<file path="config.mk">
export PLATFORM = sky130hd
export DESIGN_NAME = frequency_channel_summer_unit
export DESIGN_NICKNAME = d
export VERILOG_FILES = /design/src/design/fcs_pkg.sv /design/src/design/frequency_channel_summer_unit.sv /design/src/design/fcs_cfg.sv /design/src/design/fcs_seq.sv /design/src/design/fcs_acc.sv
export SDC_FILE = /design/constraint.sdc
export NUM_CORES = 1
export LEC_CHECK = 0
export BUFFER_PORTS_ARGS = -buffer_cell sky130_fd_sc_hd__buf_2
export CAP_MARGIN = 30
export CORE_ASPECT_RATIO = 1.2
export CORE_MARGIN = 1
export CORE_UTILIZATION = 35
export CTS_BUF_LIST = sky130_fd_sc_hd__clkbuf_16
export CTS_CLUSTER_SIZE = 8
export DETAILED_ROUTE_END_ITERATION = 10
export MAX_ROUTING_LAYER = met4
export PLACE_DENSITY = 0.57
export SYNTH_ARGS = -nofsm -noshare
export SYNTH_HDL_FRONTEND = slang
export SYNTH_SLANG_ARGS = --single-unit
</file>
<file path="constraint.sdc">
create_clock -name i_clk -period 14.8 [get_ports i_clk]
set_input_delay 2.22 -clock i_clk [delete_from_list [all_inputs] [get_ports i_clk]]
set_output_delay 2.22 -clock i_clk [all_outputs]
set_load 0.02 [all_outputs]
</file>
<file path="src/design/fcs_pkg.sv">
// Package for the frequency channel summer: register widths, reset values,
// register indexes and the structs passed between the block's modules.
// No dependencies.
`default_nettype none

package fcs_pkg;

    localparam int CFG_FACTOR_W = 9;
    localparam int CFG_WIDTH_W  = 4;
    localparam int CFG_CHAN_W   = 13;
    localparam int CFG_DATA_W   = 13;
    localparam int CFG_ADDR_W   = 2;

    localparam int IN_DATA_W    = 32;
    localparam int SUM_W        = 40;

    localparam int DEF_MAX_GROUP_WIDTH = 8;
    localparam int DEF_SAMPLE_BITS     = 32;
    localparam int DEF_MAX_FACTOR      = 256;
    localparam int DEF_MAX_CHANNELS    = 4096;

    localparam logic [CFG_FACTOR_W-1:0] RST_GROUP_FACTOR   = 9'd1;
    localparam logic [CFG_WIDTH_W-1:0]  RST_GROUP_WIDTH    = 4'd1;
    localparam logic [CFG_CHAN_W-1:0]   RST_INPUT_CHANNELS = 13'd1024;

    // Remainder unit: a load step, then one dividend bit a cycle
    localparam int DIV_STEPS = CFG_CHAN_W;
    localparam int DIV_CNT_W = $clog2(DIV_STEPS + 2);

    typedef enum logic [CFG_ADDR_W-1:0] {
        REG_GROUP_FACTOR   = 2'd0,
        REG_GROUP_WIDTH    = 2'd1,
        REG_INPUT_CHANNELS = 2'd2
    } t_reg_idx;

    // Saturated register values and the number of channels that form whole groups
    typedef struct packed {
        logic [CFG_FACTOR_W-1:0] factor;
        logic [CFG_WIDTH_W-1:0]  width;
        logic [CFG_CHAN_W-1:0]   nchan;
        logic [CFG_CHAN_W-1:0]   used;
    } t_cfg_lim;

    typedef struct packed {
        logic first;
        logic emit;
        logic last;
    } t_item_flags;

endpackage

`default_nettype wire

</file>
<file path="src/design/frequency_channel_summer_unit.sv">
// Frequency channel summer: sums group_factor adjacent channels per position.
// A result leaves on m_axis via the fcs_acc stage-one and output registers.
// Throughput: one item per cycle unless the skid stage holds an item or the
// remainder unit is busy; the read-add-write loop on the sum memory runs in
// two stages with forwarding. After reset and each configuration write the
// remainder unit loads, then steps per channel-count bit; s_axis_tready is low.
`default_nettype none

module frequency_channel_summer_unit #(
    parameter int MAX_GROUP_WIDTH = fcs_pkg::DEF_MAX_GROUP_WIDTH,
    parameter int SAMPLE_BITS     = fcs_pkg::DEF_SAMPLE_BITS,
    parameter int MAX_FACTOR      = fcs_pkg::DEF_MAX_FACTOR,
    parameter int MAX_CHANNELS    = fcs_pkg::DEF_MAX_CHANNELS
) (
    input  wire logic                           i_clk,
    input  wire logic                           i_rst_n,
    input  wire logic                           i_cfg_we,
    input  wire logic [fcs_pkg::CFG_ADDR_W-1:0] i_cfg_addr,
    input  wire logic [fcs_pkg::CFG_DATA_W-1:0] i_cfg_data,
    input  wire logic                           s_axis_tvalid,
    output logic                                s_axis_tready,
    input  wire logic [fcs_pkg::IN_DATA_W-1:0]  s_axis_tdata,  // [31:0] sample
    output logic                                m_axis_tvalid,
    input  wire logic                           m_axis_tready,
    output logic [fcs_pkg::SUM_W-1:0]           m_axis_tdata,  // [39:0] channel_sum
    output logic                                m_axis_tlast   // last_of_spectrum
);
    import fcs_pkg::*;

    localparam int PW = (MAX_GROUP_WIDTH > 1) ? $clog2(MAX_GROUP_WIDTH) : 1;

    t_cfg_lim         lim;
    logic             busy;
    logic             en;
    logic             acc;
    logic [PW-1:0]    pos;
    t_item_flags      flags;
    logic             res_valid;
    logic [SUM_W-1:0] res_sum;
    logic             res_last;

    logic             r_ov;
    logic [SUM_W-1:0] r_osum;
    logic             r_olast;
    logic             r_kv;
    logic [SUM_W-1:0] r_ksum;
    logic             r_klast;
    logic             take;

    fcs_cfg #(
        .MAX_GROUP_WIDTH (MAX_GROUP_WIDTH),
        .MAX_FACTOR      (MAX_FACTOR),
        .MAX_CHANNELS    (MAX_CHANNELS)
    ) u_cfg (
        .i_clk      (i_clk),
        .i_rst_n    (i_rst_n),
        .i_cfg_we   (i_cfg_we),
        .i_cfg_addr (i_cfg_addr),
        .i_cfg_data (i_cfg_data),
        .o_lim      (lim),
        .o_busy     (busy)
    );

    fcs_seq #(
        .MAX_GROUP_WIDTH (MAX_GROUP_WIDTH),
        .MAX_FACTOR      (MAX_FACTOR),
        .MAX_CHANNELS    (MAX_CHANNELS)
    ) u_seq (
        .i_clk   (i_clk),
        .i_rst_n (i_rst_n),
        .i_acc   (acc),
        .i_lim   (lim),
        .o_pos   (pos),
        .o_flags (flags)
    );

    fcs_acc #(
        .MAX_GROUP_WIDTH (MAX_GROUP_WIDTH),
        .SAMPLE_BITS     (SAMPLE_BITS)
    ) u_acc (
        .i_clk    (i_clk),
        .i_rst_n  (i_rst_n),
        .i_en     (en),
        .i_acc    (acc),
        .i_pos    (pos),
        .i_flags  (flags),
        .i_sample (s_axis_tdata[SAMPLE_BITS-1:0]),
        .o_valid  (res_valid),
        .o_sum    (res_sum),
        .o_last   (res_last)
    );

    // Advance the pipeline unless the skid stage is full or the remainder unit busy
    assign en            = !r_kv && !busy;
    assign s_axis_tready = en;
    assign acc           = s_axis_tvalid && en;
    assign take          = r_ov && m_axis_tready;

    always_ff @(posedge i_clk) begin
        if (!i_rst_n) begin
            r_ov <= 1'b0;
            r_kv <= 1'b0;
        end else if (r_kv) begin
            if (take) begin
                r_kv <= 1'b0;
            end
        end else if (en && res_valid) begin
            if (r_ov && !take)
                r_kv <= 1'b1;
            else
                r_ov <= 1'b1;
        end else if (take) begin
            r_ov <= 1'b0;
        end
    end

    always_ff @(posedge i_clk) begin
        if (r_kv) begin
            if (take) begin
                r_osum  <= r_ksum;
                r_olast <= r_klast;
            end
        end else if (en && res_valid) begin
            if (r_ov && !take) begin
                r_ksum  <= res_sum;
                r_klast <= res_last;
            end else begin
                r_osum  <= res_sum;
                r_olast <= res_last;
            end
        end
    end

    assign m_axis_tvalid = r_ov;
    assign m_axis_tdata  = r_osum;
    assign m_axis_tlast  = r_olast;

endmodule

`default_nettype wire

</file>
<file path="src/design/fcs_cfg.sv">
// Configuration registers of the frequency channel summer with saturation,
// and a bit-serial remainder unit that finds the channels forming whole groups.
// Depends on fcs_pkg.
`default_nettype none

module fcs_cfg #(
    parameter int MAX_GROUP_WIDTH = fcs_pkg::DEF_MAX_GROUP_WIDTH,
    parameter int MAX_FACTOR      = fcs_pkg::DEF_MAX_FACTOR,
    parameter int MAX_CHANNELS    = fcs_pkg::DEF_MAX_CHANNELS
) (
    input  wire logic                          i_clk,
    input  wire logic                          i_rst_n,
    input  wire logic                          i_cfg_we,
    input  wire logic [fcs_pkg::CFG_ADDR_W-1:0] i_cfg_addr,
    input  wire logic [fcs_pkg::CFG_DATA_W-1:0] i_cfg_data,
    output fcs_pkg::t_cfg_lim                  o_lim,
    output logic                               o_busy
);
    import fcs_pkg::*;

    localparam logic [DIV_CNT_W-1:0] CNT_LOAD = DIV_CNT_W'(DIV_STEPS + 1);

    logic [CFG_FACTOR_W-1:0] r_factor;
    logic [CFG_WIDTH_W-1:0]  r_width;
    logic [CFG_CHAN_W-1:0]   r_nchan;

    logic [CFG_FACTOR_W-1:0] lim_factor;
    logic [CFG_WIDTH_W-1:0]  lim_width;
    logic [CFG_CHAN_W-1:0]   lim_nchan;

    logic [DIV_CNT_W-1:0]    r_cnt;
    logic [CFG_CHAN_W-1:0]   r_dvd;
    logic [CFG_FACTOR_W-1:0] r_rem;
    logic [CFG_FACTOR_W-1:0] n_rem;
    logic [CFG_FACTOR_W:0]   trial;
    logic [CFG_CHAN_W-1:0]   r_used;

    always_ff @(posedge i_clk) begin
        if (!i_rst_n) begin
            r_factor <= RST_GROUP_FACTOR;
            r_width  <= RST_GROUP_WIDTH;
            r_nchan  <= RST_INPUT_CHANNELS;
        end else if (i_cfg_we) begin
            case (t_reg_idx'(i_cfg_addr))
                REG_GROUP_FACTOR:   r_factor <= i_cfg_data[CFG_FACTOR_W-1:0];
                REG_GROUP_WIDTH:    r_width  <= i_cfg_data[CFG_WIDTH_W-1:0];
                REG_INPUT_CHANNELS: r_nchan  <= i_cfg_data[CFG_CHAN_W-1:0];
                default:            ;
            endcase
        end
    end

    always_comb begin
        if (r_factor == '0)
            lim_factor = CFG_FACTOR_W'(1);
        else if (r_factor > MAX_FACTOR)
            lim_factor = CFG_FACTOR_W'(MAX_FACTOR);
        else
            lim_factor = r_factor;

        if (r_width == '0)
            lim_width = CFG_WIDTH_W'(1);
        else if (r_width > MAX_GROUP_WIDTH)
            lim_width = CFG_WIDTH_W'(MAX_GROUP_WIDTH);
        else
            lim_width = r_width;

        if (r_nchan == '0)
            lim_nchan = CFG_CHAN_W'(1);
        else if (r_nchan > MAX_CHANNELS)
            lim_nchan = CFG_CHAN_W'(MAX_CHANNELS);
        else
            lim_nchan = r_nchan;
    end

    // Restoring remainder step: shift in the next dividend bit, subtract if it fits
    always_comb begin
        trial = {r_rem, r_dvd[CFG_CHAN_W-1]};
        if (trial >= {1'b0, lim_factor})
            n_rem = CFG_FACTOR_W'(trial - {1'b0, lim_factor});
        else
            n_rem = CFG_FACTOR_W'(trial);
    end

    always_ff @(posedge i_clk) begin
        if (!i_rst_n) begin
            r_cnt <= CNT_LOAD;
        end else if (i_cfg_we) begin
            r_cnt <= CNT_LOAD;
        end else if (r_cnt != '0) begin
            r_cnt <= r_cnt - DIV_CNT_W'(1);
        end
    end

    always_ff @(posedge i_clk) begin
        if (r_cnt == CNT_LOAD) begin
            r_dvd <= lim_nchan;
            r_rem <= '0;
        end else if (r_cnt != '0) begin
            r_dvd <= {r_dvd[CFG_CHAN_W-2:0], 1'b0};
            r_rem <= n_rem;
            if (r_cnt == DIV_CNT_W'(1))
                r_used <= lim_nchan - {{(CFG_CHAN_W-CFG_FACTOR_W){1'b0}}, n_rem};
        end
    end

    assign o_lim.factor = lim_factor;
    assign o_lim.width  = lim_width;
    assign o_lim.nchan  = lim_nchan;
    assign o_lim.used   = r_used;
    assign o_busy       = (r_cnt != '0);

endmodule

`default_nettype wire

</file>
<file path="src/design/fcs_seq.sv">
// Position, channel-in-group and channel counters of the frequency channel
// summer; gives the memory address and the first/emit/last flags of each item.
// Depends on fcs_pkg.
`default_nettype none

module fcs_seq #(
    parameter int MAX_GROUP_WIDTH = fcs_pkg::DEF_MAX_GROUP_WIDTH,
    parameter int MAX_FACTOR      = fcs_pkg::DEF_MAX_FACTOR,
    parameter int MAX_CHANNELS    = fcs_pkg::DEF_MAX_CHANNELS,
    localparam int PW = (MAX_GROUP_WIDTH > 1) ? $clog2(MAX_GROUP_WIDTH) : 1
) (
    input  wire logic              i_clk,
    input  wire logic              i_rst_n,
    input  wire logic              i_acc,
    input  wire fcs_pkg::t_cfg_lim i_lim,
    output logic [PW-1:0]          o_pos,
    output fcs_pkg::t_item_flags   o_flags
);
    import fcs_pkg::*;

    localparam int GW = $clog2(MAX_FACTOR);
    localparam int CW = $clog2(MAX_CHANNELS);

    logic [PW-1:0] r_pos, n_pos, pos0, pos;
    logic [GW-1:0] r_cig, n_cig, cig0, cig;
    logic [CW-1:0] r_ch,  n_ch,  ch;
    logic          wrap;
    logic [PW:0]   pos_inc;
    logic [GW:0]   cig_inc;
    logic [CW:0]   ch_inc;
    logic [CFG_FACTOR_W-1:0] factor_m1;
    logic [CFG_WIDTH_W-1:0]  width_m1;
    logic [CFG_CHAN_W-1:0]   used_m1;

    always_comb begin
        // Restart counters that lie beyond the current register values
        wrap = (r_ch >= i_lim.nchan);
        ch   = wrap ? '0 : r_ch;
        cig0 = wrap ? '0 : r_cig;
        pos0 = wrap ? '0 : r_pos;
        pos  = (pos0 >= i_lim.width)  ? '0 : pos0;
        cig  = (cig0 >= i_lim.factor) ? '0 : cig0;

        factor_m1 = i_lim.factor - CFG_FACTOR_W'(1);
        width_m1  = i_lim.width  - CFG_WIDTH_W'(1);
        used_m1   = i_lim.used   - CFG_CHAN_W'(1);

        o_pos         = pos;
        o_flags.first = (cig == '0);
        o_flags.emit  = (cig == factor_m1) && (ch < i_lim.used);
        o_flags.last  = (ch == used_m1) && (pos == width_m1);

        pos_inc = {1'b0, pos} + (PW+1)'(1);
        cig_inc = {1'b0, cig} + (GW+1)'(1);
        ch_inc  = {1'b0, ch}  + (CW+1)'(1);
        n_pos   = PW'(pos_inc);
        n_cig   = cig;
        n_ch    = ch;
        if (pos_inc >= i_lim.width) begin
            n_pos = '0;
            n_cig = (cig_inc >= i_lim.factor) ? '0 : GW'(cig_inc);
            if (ch_inc >= i_lim.nchan) begin
                n_ch  = '0;
                n_cig = '0;
            end else begin
                n_ch = CW'(ch_inc);
            end
        end
    end

    always_ff @(posedge i_clk) begin
        if (!i_rst_n) begin
            r_pos <= '0;
            r_cig <= '0;
            r_ch  <= '0;
        end else if (i_acc) begin
            r_pos <= n_pos;
            r_cig <= n_cig;
            r_ch  <= n_ch;
        end
    end

endmodule

`default_nettype wire

</file>
<file path="src/design/fcs_acc.sv">
// Partial-sum memory of the frequency channel summer: registered read,
// add in the second stage, write-back with forwarding of the same entry.
// Depends on fcs_pkg.
`default_nettype none

module fcs_acc #(
    parameter int MAX_GROUP_WIDTH = fcs_pkg::DEF_MAX_GROUP_WIDTH,
    parameter int SAMPLE_BITS     = fcs_pkg::DEF_SAMPLE_BITS,
    localparam int PW = (MAX_GROUP_WIDTH > 1) ? $clog2(MAX_GROUP_WIDTH) : 1
) (
    input  wire logic                      i_clk,
    input  wire logic                      i_rst_n,
    input  wire logic                      i_en,
    input  wire logic                      i_acc,
    input  wire logic [PW-1:0]             i_pos,
    input  wire fcs_pkg::t_item_flags      i_flags,
    input  wire logic [SAMPLE_BITS-1:0]    i_sample,
    output logic                           o_valid,
    output logic [fcs_pkg::SUM_W-1:0]      o_sum,
    output logic                           o_last
);
    import fcs_pkg::*;

    logic [SUM_W-1:0]           r_mem [MAX_GROUP_WIDTH];
    logic [MAX_GROUP_WIDTH-1:0] r_vld;

    logic                   r_v1;
    logic [PW-1:0]          r_pos1;
    t_item_flags            r_flags1;
    logic [SAMPLE_BITS-1:0] r_smp1;
    logic [SUM_W-1:0]       r_rd;
    logic                   r_rdv;
    logic                   r_hit;
    logic [SUM_W-1:0]       r_fwd;

    logic [SUM_W-1:0]       ext;
    logic [SUM_W-1:0]       old;
    logic [SUM_W-1:0]       sum1;

    always_comb begin
        ext = {{(SUM_W-SAMPLE_BITS){r_smp1[SAMPLE_BITS-1]}}, r_smp1};
        // Take the value written at the read edge; an entry never written reads zero
        if (r_hit)
            old = r_fwd;
        else if (r_rdv)
            old = r_rd;
        else
            old = '0;
        sum1 = r_flags1.first ? ext : old + ext;
    end

    always_ff @(posedge i_clk) begin
        if (!i_rst_n) begin
            r_v1  <= 1'b0;
            r_vld <= '0;
        end else if (i_en) begin
            r_v1 <= i_acc;
            if (r_v1)
                r_vld[r_pos1] <= 1'b1;
        end
    end

    always_ff @(posedge i_clk) begin
        if (i_en && r_v1)
            r_mem[r_pos1] <= sum1;
    end

    always_ff @(posedge i_clk) begin
        if (i_en && i_acc) begin
            r_pos1   <= i_pos;
            r_flags1 <= i_flags;
            r_smp1   <= i_sample;
            r_rd     <= r_mem[i_pos];
            r_rdv    <= r_vld[i_pos];
            r_hit    <= r_v1 && (r_pos1 == i_pos);
            r_fwd    <= sum1;
        end
    end

    assign o_valid = r_v1 && r_flags1.emit;
    assign o_sum   = sum1;
    assign o_last  = r_flags1.last;

endmodule

`default_nettype wire
</file>
* Yosys cells after proc, flatten, opt, wreduce, memory -nomap -nowiden
Memories as Yosys holds them, arrays and structs flattened. A register that Yosys moved wholly into a read port is not among the register bits.
Cells that the tools add are included.
** Cells by class
- $lt $le $gt $ge :: 14
- Bitwise logic cells :: 4
- Reductions and logical operators :: 33
- Equal/unequal tests :: 11
- Multiplexer cells :: 44
- Add/sub/neg operators :: 10
** Operators by type and width (number)
- $mux W40 :: 7
- $mux W13 :: 4
- $add A40 B40 Y40 :: 1
- $mux W8 :: 5
- $mux W12 :: 3
- $mux W9 :: 3
- $mux W1 :: 15
- $add A12 B1 Y13 const B :: 1
- $eq A12 B13 Y1 :: 1
- $ge A12 B13 Y1 :: 1
- $ge A13 B13 Y1 :: 1
- $gt A13 B13 Y1 const B :: 1
- $logic_not A13 Y1 :: 1
- $lt A12 B13 Y1 :: 1
- $sub A13 B1 Y13 const B :: 1
- $sub A13 B9 Y13 :: 1
- $logic_and A1 B1 Y1 :: 12
- $reduce_and A3 Y1 :: 4
- $ge A10 B9 Y1 :: 1
- $add A8 B1 Y9 const B :: 1
- $eq A8 B9 Y1 :: 1
- $ge A8 B9 Y1 :: 1
- $ge A9 B9 Y1 :: 1
- $gt A9 B9 Y1 const B :: 1
- other kinds (32) :: 47
** Word-level totals
- Bits in writable memories :: 320
- Flip-flop bits (word level) :: 261
- Word-level logic and storage cells :: 143
- Bits of input ports :: 52
- Memories kept :: 1
- Output and inout port bits :: 43
** Memory list
- u_acc.r_mem :: depth 8, width 40, rd ports 1, clocked after memory_dff 1, write ports 1, line fcs_acc.sv:24 : logic [SUM_W-1:0] r_mem [MAX_GROUP_WIDTH];

* Longest topological paths before layout
Gate-level depths: netlist (run 1).
- Depth in word-level cells :: 12
- Depth in mapped cells :: 35

* By module
Synthesis (run 1) repeated with hierarchy kept, for this count alone.
** Second synthesis, totals
- Cells, all modules :: 2225
- Area total of the unflattened synthesis :: 30350.4 µm²
** Modules (own cells, without submodules)
- fcs_acc :: times used 1, area each 19286.0 µm², seq. area each 13392.8 µm², cells each 1109
- fcs_seq :: times used 1, area each 4030.1 µm², seq. area each 460.4 µm², cells each 543
- fcs_cfg :: times used 1, area each 3772.4 µm², seq. area each 1561.5 µm², cells each 429
- frequency_channel_summer_unit :: times used 1, area each 3261.9 µm², seq. area each 2502.4 µm², cells each 144

* Worst setup path after synthesis (run 1)
Ideal clock, no wire load.
- Kind :: register to register
- Start point :: register u_cfg.r_nchan[2]
- End point :: register u_seq.r_cig[2]
- Stages on the path, launching flop included :: 35
- Period minus slack after synthesis :: 6539 ps
- Path slack :: 8261 ps
- Buffers on the path :: 5
- Data arrival time :: 6469 ps
- Required time :: 14730 ps
- Cells stage by stage :: dfxtp_1 -> nor4_1 -> a31oi_1 -> or2_2 -> inv_1 -> ha_1 -> nand2b_4 -> a2111oi_2 -> nand4b_1 -> a31o_2 -> buf_2 -> clkbuf_1 -> clkbuf_1 -> nand2_1 -> ha_1 -> nand2b_1 -> a21o_1 -> a211oi_1 -> o21ai_0 -> a21oi_2 -> buf_2 -> nand2_1 -> inv_1 -> ha_1 -> and3_1 -> nand4_1 -> xor2_1 -> ha_1 -> a2111oi_0 -> o21ai_0 -> o21ai_0 -> and2_1 -> buf_2 -> a32oi_1 -> a21boi_1
** RTL lines
- start: declaration :: line fcs_cfg.sv:25 : logic [CFG_CHAN_W-1:0] r_nchan;
- start signal: assignment :: line fcs_cfg.sv:47 : REG_INPUT_CHANNELS: r_nchan <= i_cfg_data[CFG_CHAN_W-1:0];
- end signal: assignment :: line fcs_seq.sv:78 : r_cig <= n_cig;
- end: declaration :: line fcs_seq.sv:25 : logic [GW-1:0] r_cig, n_cig, cig0, cig;

==> results.cfg, run 1 <==
[synth]
async_flop_share = 0
avgSynthCellArea_sq_um = 12.08
yosys_warnings = 0
synth_cells = 2451
syn-num-nets = 2635
yosysUniqueCellTypes = 83
ys.flop_type = edfxtp_1
ys_ff_latch = 621
synth-edff-count = 548
synth_area_sq_um = 29600
seq_area_frac_synth = 0.6053

[timing]
rsz0062_at_grt = false
hold_violations = 0
fin_crit_ns = 7.497
max_freq_mhz = 133.4
finalCritPeriodShare = 0.5065
skew_ns = 0.02949
fin_tns_setup_ns = 0
tightest_slew_ns = 1.088
max_slew_margin = 0.2672
slew_violations = 0
setup_viol = 0

[grt]
grt_pass1_vias = 20130
grt_use_total = 0.1852
grt_pass1_wl_microns = 118100
overflow = 0
antenna_found_initial = 1
grt_max_degree = 86

[final_layout]
drive_gt1_frac = 0.1187
ff_latch_area_sq_um = 17920
fin_nets = 2741
n_fill_cell = 7925
diodes = 0
area_growth_syn_to_layout_pct = 14.63
multiInputGateArea_sq_um = 11000
final_util = 0.4058

[clock_network]
cts_resized = 0
cts_tree = built
clock-root-buffer = clkbuf_16
post_cts_buffers = 0
clock_sinks = 621
cts_made_buffers = 88
cts_buffer_depth = 3
htreeDepth = 3
clock_latency_ns = 0.64
ctsHoldBuffers = 0
clk_pin_slew_ns = 0.05

[pwr]
power_per_cell_area_nw_per_um2 = 120.6
p_leak_nw = 12.31
ir_drop_uv = 103.0
p_total_w = 0.004092

[setup_path]
critPathTopFamily = compound AO/OA/AOI/OAI gates
rr_endpoint = u_seq.r_cig[6]
r2r_slack_ns = 7.30
cpMostUsedCell = ha_1
crit_path_top_delay_cell = inv_6
reg2reg_depth = 28
end_kind = register
crit_fanout = 84
crit_arrival_ns = 8.04
worst-path-buf-inv = 2
r2r-start = u_cfg.r_nchan[9]
cpPeakStageDelay_ns = 0.66
required_ns = 15.34
critical_path_class = reg -> reg
cp-start-kind = register

[floorplanning]
die_w_microns = 267.5
num_rows = 116
start_util = 0.3540
num_io_pins = 95
dieArea_sq_um = 85740
coreArea_sq_um = 83600
die_h_microns = 320.6

[drt]
drc = 0
firstDrtPassIters = 8
wl_per_cell_microns = 20.55
avgViaCountPerCell = 5.319
detail_route.wirelength_microns = 76540
ant_nets = 0
drt_first_iter_violations = 1454
vias = 19820

[worst_hold_path]
hold_class = reg -> reg
hold_depth = 0
hold_end = r_klast
min_from = u_acc.o_last

[placed_design]
hpwlAfterDp_microns = 47610
place.gp.congestion = 0.9319
port_buffers = 94

[flow_run]
cap_violations = 0

[run_status]
status = complete, no violations
==> synth_stat cells, drive strengths merged, types with 9 or more instances <==
cell type | n | area, sq um
o21a | 17 | 127.6
a31oi | 9 | 77.57
and2 | 30 | 190.2
a22oi | 11 | 82.58
ha | 129 | 1614
nor4 | 14 | 87.58
nand3 | 116 | 585.6
nor2b | 45 | 281.5
buf | 44 | 215.2
a21oi | 125 | 629.4
a221oi | 44 | 385.4
a211oi | 23 | 172.7
nor3 | 22 | 115.1
a21boi | 27 | 202.7
nand2b | 22 | 145.1
and3 | 13 | 81.33
xnor2 | 54 | 473.0
nand4 | 24 | 150.1
o21ai | 109 | 545.5
inv | 71 | 266.5
dfxtp | 73 | 1461
nand2 | 343 | 1298
mux2 | 32 | 360.4
a21o | 33 | 247.7
clkbuf | 80 | 300.3
mux2i | 101 | 1011
o31ai | 14 | 115.1
nor2 | 108 | 415.4
xor2 | 33 | 289.0
edfxtp | 548 | 16460
a22o | 38 | 332.8
==> worst reg2reg max path, delay by kind of cell (launching register included) <==
family	cells	cell delay (ns)
flip-flops	1	0.34
adder cells (fa/ha/maj)	4	1.22
AO/OA/AOI/OAI	10	2.63
buffers and inverters	2	0.75
AND/OR/NAND/NOR	12	2.48
==> power breakdown <==
group / total, W / leakage, nW / switching (W) / internal [W]
clock: 0.00180 / 1.35 / 0.000725 / 0.00108
combinational: 0.000363 / 5.38 / 0.000231 / 0.000132
sequential: 0.00192 / 5.57 / 0.0000118 / 0.00191
total: 0.00409 / 12.3 / 0.000968 / 0.00312
==> metrics by stage <==
step	area [sq um]	instances	setup slack, ns	hold slack, ns
2_1_floorplan	29600	2451	8.261	0.4222
3_3_place_gp	31330	3575	6.736	0.4459
3_5_place_dp	31380	3584	7.315	0.4562
4_1_cts	33870	3721	7.271	0.4693
5_1_grt	33930	3725	6.565	0.4820
6_report	33930	3725	7.303	0.4610
==> flip-flops by register name (all words and copies together), names as in the netlist, 2 cells and up <==
name,cells
u_acc.r_mem,320
m_axis_tdata,40
r_ksum,40
u_acc.r_fwd,40
u_acc.r_rd,40
u_acc.r_smp1,32
u_cfg.r_dvd,13
u_cfg.r_nchan,13
u_cfg.r_used,13
u_seq.r_ch,12
u_cfg.r_factor,9
u_cfg.r_rem,9
u_acc.r_vld,8
u_seq.r_cig,8
u_cfg.r_cnt,4
u_cfg.r_width,4
u_acc.r_pos1,3
u_seq.r_pos,3
u_acc.r_flags1,2
==> kinds of logic after synthesis <==
family	after synthesis	synth area share
AOI/OAI and AO/OA	501	0.1143
xor gates and xnor gates	87	0.02574
adders and majority gates	132	0.05656
buffers and inverters	196	0.02659
DFF	621	0.6053
muxes	133	0.04633
and+or+nand+nor	781	0.1251
==> cell type report <==
| type | instances | share of cell area |
|---|---|---|
| flip-flops and latches | 621 | 0.5282 |
| well taps | 1121 | 0.04134 |
| multi-input cells | 1634 | 0.3243 |
| inverters | 72 | 0.008298 |
| repair buffers | 140 | 0.02441 |
| clock inverters | 47 | 0.007007 |
| clock buffers | 90 | 0.06638 |
==> layout by cell type, fill, tap and decap left out, types with 54 or more instances in the layout <==
cell type	count
edfxtp_1	548
dfxtp_1	72
mux2i_1	101
inv_1	105
clkbuf_16	90
xnor2_1	54
nand3_1	114
nor2_1	99
nand2_1	341
buf_2	102
a21oi_1	124
o21ai_0	77
ha_1	129
==> routing by layer <==
| layer | part of all wire | vias up | track usage |
|---|---|---|---|
| li1 | - | 9359 | - |
| met1 | 0.42 | 9734 | 0.2194 |
| met2 | 0.50 | 574 | 0.3177 |
| met3 | 0.048 | 148 | 0.02541 |
| met4 | 0.031 | 0 | 0.07048 |
| met5 | 0 | - | - |
==> worst max-delay path by stage <==
stage	startpoint	endpoint	slack (ns)	cells past startpoint
after floorplan	u_cfg.r_nchan[2]	u_seq.r_cig[2]	8.26	34
after global placement	u_cfg.r_nchan[2]	u_seq.r_cig[6]	6.74	28
after detailed placement	u_cfg.r_nchan[2]	u_seq.r_cig[6]	7.32	28
after CTS	u_cfg.r_nchan[9]	u_seq.r_cig[6]	7.27	28
after global routing	u_cfg.r_nchan[9]	u_seq.r_cig[6]	6.56	28
final	u_cfg.r_nchan[9]	u_seq.r_cig[6]	7.30	28
Power figures use the tool's default switching activity.
==> inputs of run 2 (changes only) <==
Clock period 14.8 ns to 7.3 ns, I/O delays scaled along.
==> results.cfg, run 2 (same netlist as run 1, synthesis figures left out) <==
[placed_design]
port_buffers = 94
place_inst = 3589
hpwlAfterDp_microns = 48220
place.gp.congestion = 0.9135

[timing]
finalCritPeriodShare = 0.9230
fin_crit_ns = 6.738
skew_ns = 0.03383
fin_tns_setup_ns = 0
hold_violations = 0
max_freq_mhz = 148.4
whs_ns = 0.4627
rsz0062_at_grt = false
slew_violations = 0
max_slew_margin = 0.2342
setup_viol = 0
tightest_slew_ns = 1.137

[grt]
grt_max_degree = 84
grt_pass1_wl_microns = 117300
grt_use_total = 0.1839
grt_pass1_vias = 20050
overflow = 0
antenna_found_initial = 0

[pwr]
ir_drop_uv = 183.0
power_per_cell_area_nw_per_um2 = 243.1
p_total_w = 0.008238
p_leak_nw = 12.22

[setup_path]
worst-path-buf-inv = 4
end_kind = register
required_ns = 7.86
r2r-start = u_cfg.r_nchan[9]
critical_path_class = reg -> reg
crit_path_top_delay_cell = a211oi_1
path_depth = 30
cp-start-kind = register
crit_end = u_seq.r_ch[5]
crit_arrival_ns = 7.30
cpPeakStageDelay_ns = 0.37
r2r_slack_ns = 0.56
critPathTopFamily = compound AO/OA/AOI/OAI gates
crit_path_start = u_cfg.r_nchan[9]
crit_fanout = 34
cpMostUsedCell = ha_1
reg2reg_depth = 30
rr_endpoint = u_seq.r_ch[5]

[clock_network]
ctsHoldBuffers = 0
clock-root-buffer = clkbuf_16
cts_made_buffers = 88
htreeDepth = 3
cts_buffer_depth = 3
clk_pin_slew_ns = 0.05
clock_sinks = 621
cts_tree = built
clock_latency_ns = 0.64

[floorplanning]
num_io_pins = 95
die_h_microns = 320.6
dieArea_sq_um = 85740
start_util = 0.3540
die_w_microns = 267.5
coreArea_sq_um = 83600
num_rows = 116

[final_layout]
diodes = 0
layout_common_cells = edfxtp_1 (548), nand2_1 (341), ha_1 (129)
largest_register_ff_count = 320
area_growth_syn_to_layout_pct = 14.50
largest-register = u_acc.r_mem
mostFrequentLayoutCell = edfxtp_1
fin_cells = 3710
fin_nets = 2745
final_util = 0.4054
drive_gt1_frac = 0.1221

[drt]
detail_route.wirelength_microns = 76920
ant_nets = 0
wl_per_cell_microns = 20.73
vias = 19860
avgViaCountPerCell = 5.352
drt_first_iter_violations = 1497
drc = 0
firstDrtPassIters = 6

[flow_run]
cap_violations = 0

[worst_hold_path]
hold_class = reg -> reg

[run_status]
status = complete, no violations
run 2: final cells by class:
cell class                      instances  area [sq um]
Inverter                               72         281.5
Tap cell                             1121          1403
Multi-Input combinational cell       1634         11010
Clock inverter                         30         231.5
Timing Repair Buffer                  144         843.3
Fill cell                            7876         49710
Sequential cell                       621         17920
Clock buffer                           88          2202
run 2: timing repair:
action / 4_1_cts / 5_1_grt
buffers inserted: 0 / 1
resized for setup: 0 / 4
setup endpoints to repair: 0 / 9
run 2: how the worst min path moves through the flow:
stage	from	end	slack, ns	cells past startpoint
finish	u_acc.r_vld[2]	u_acc.r_vld[2]	0.46	1
global route	u_acc.r_vld[6]	u_acc.r_vld[6]	0.48	1
CTS	u_acc.o_last	r_klast	0.46	0
detailed placement	u_acc.r_vld[2]	u_acc.r_vld[2]	0.45	1
global placement	u_acc.r_vld[1]	u_acc.r_vld[1]	0.45	1
floorplan	u_acc.o_last	r_klast	0.42	0
run 2: power by group:
part           switching (W)  leakage, nW  internal [W]
logic               0.000437         5.40      0.000266
clock network        0.00149         1.26       0.00215
registers          0.0000225         5.57       0.00388
total                0.00195         12.2       0.00629
run 2: metal layers:
layer	vias to the layer above	global-route usage	share of wire
met2	558	0.3097	0.50
met3	155	0.02687	0.050
met4	0	0.07060	0.031
met1	9796	0.2216	0.42
met5	-	-	0
li1	9347	-	-
run 2: through the flow:
| stage | setup slack [ns] | area, sq um |
|---|---|---|
| floorplan | 0.7608 | 29600 |
| global placement | 0.5929 | 31370 |
| detailed placement | 0.3844 | 31410 |
| CTS | 0.3640 | 33850 |
| global route | 0.005947 | 33890 |
| finish | 0.5619 | 33890 |
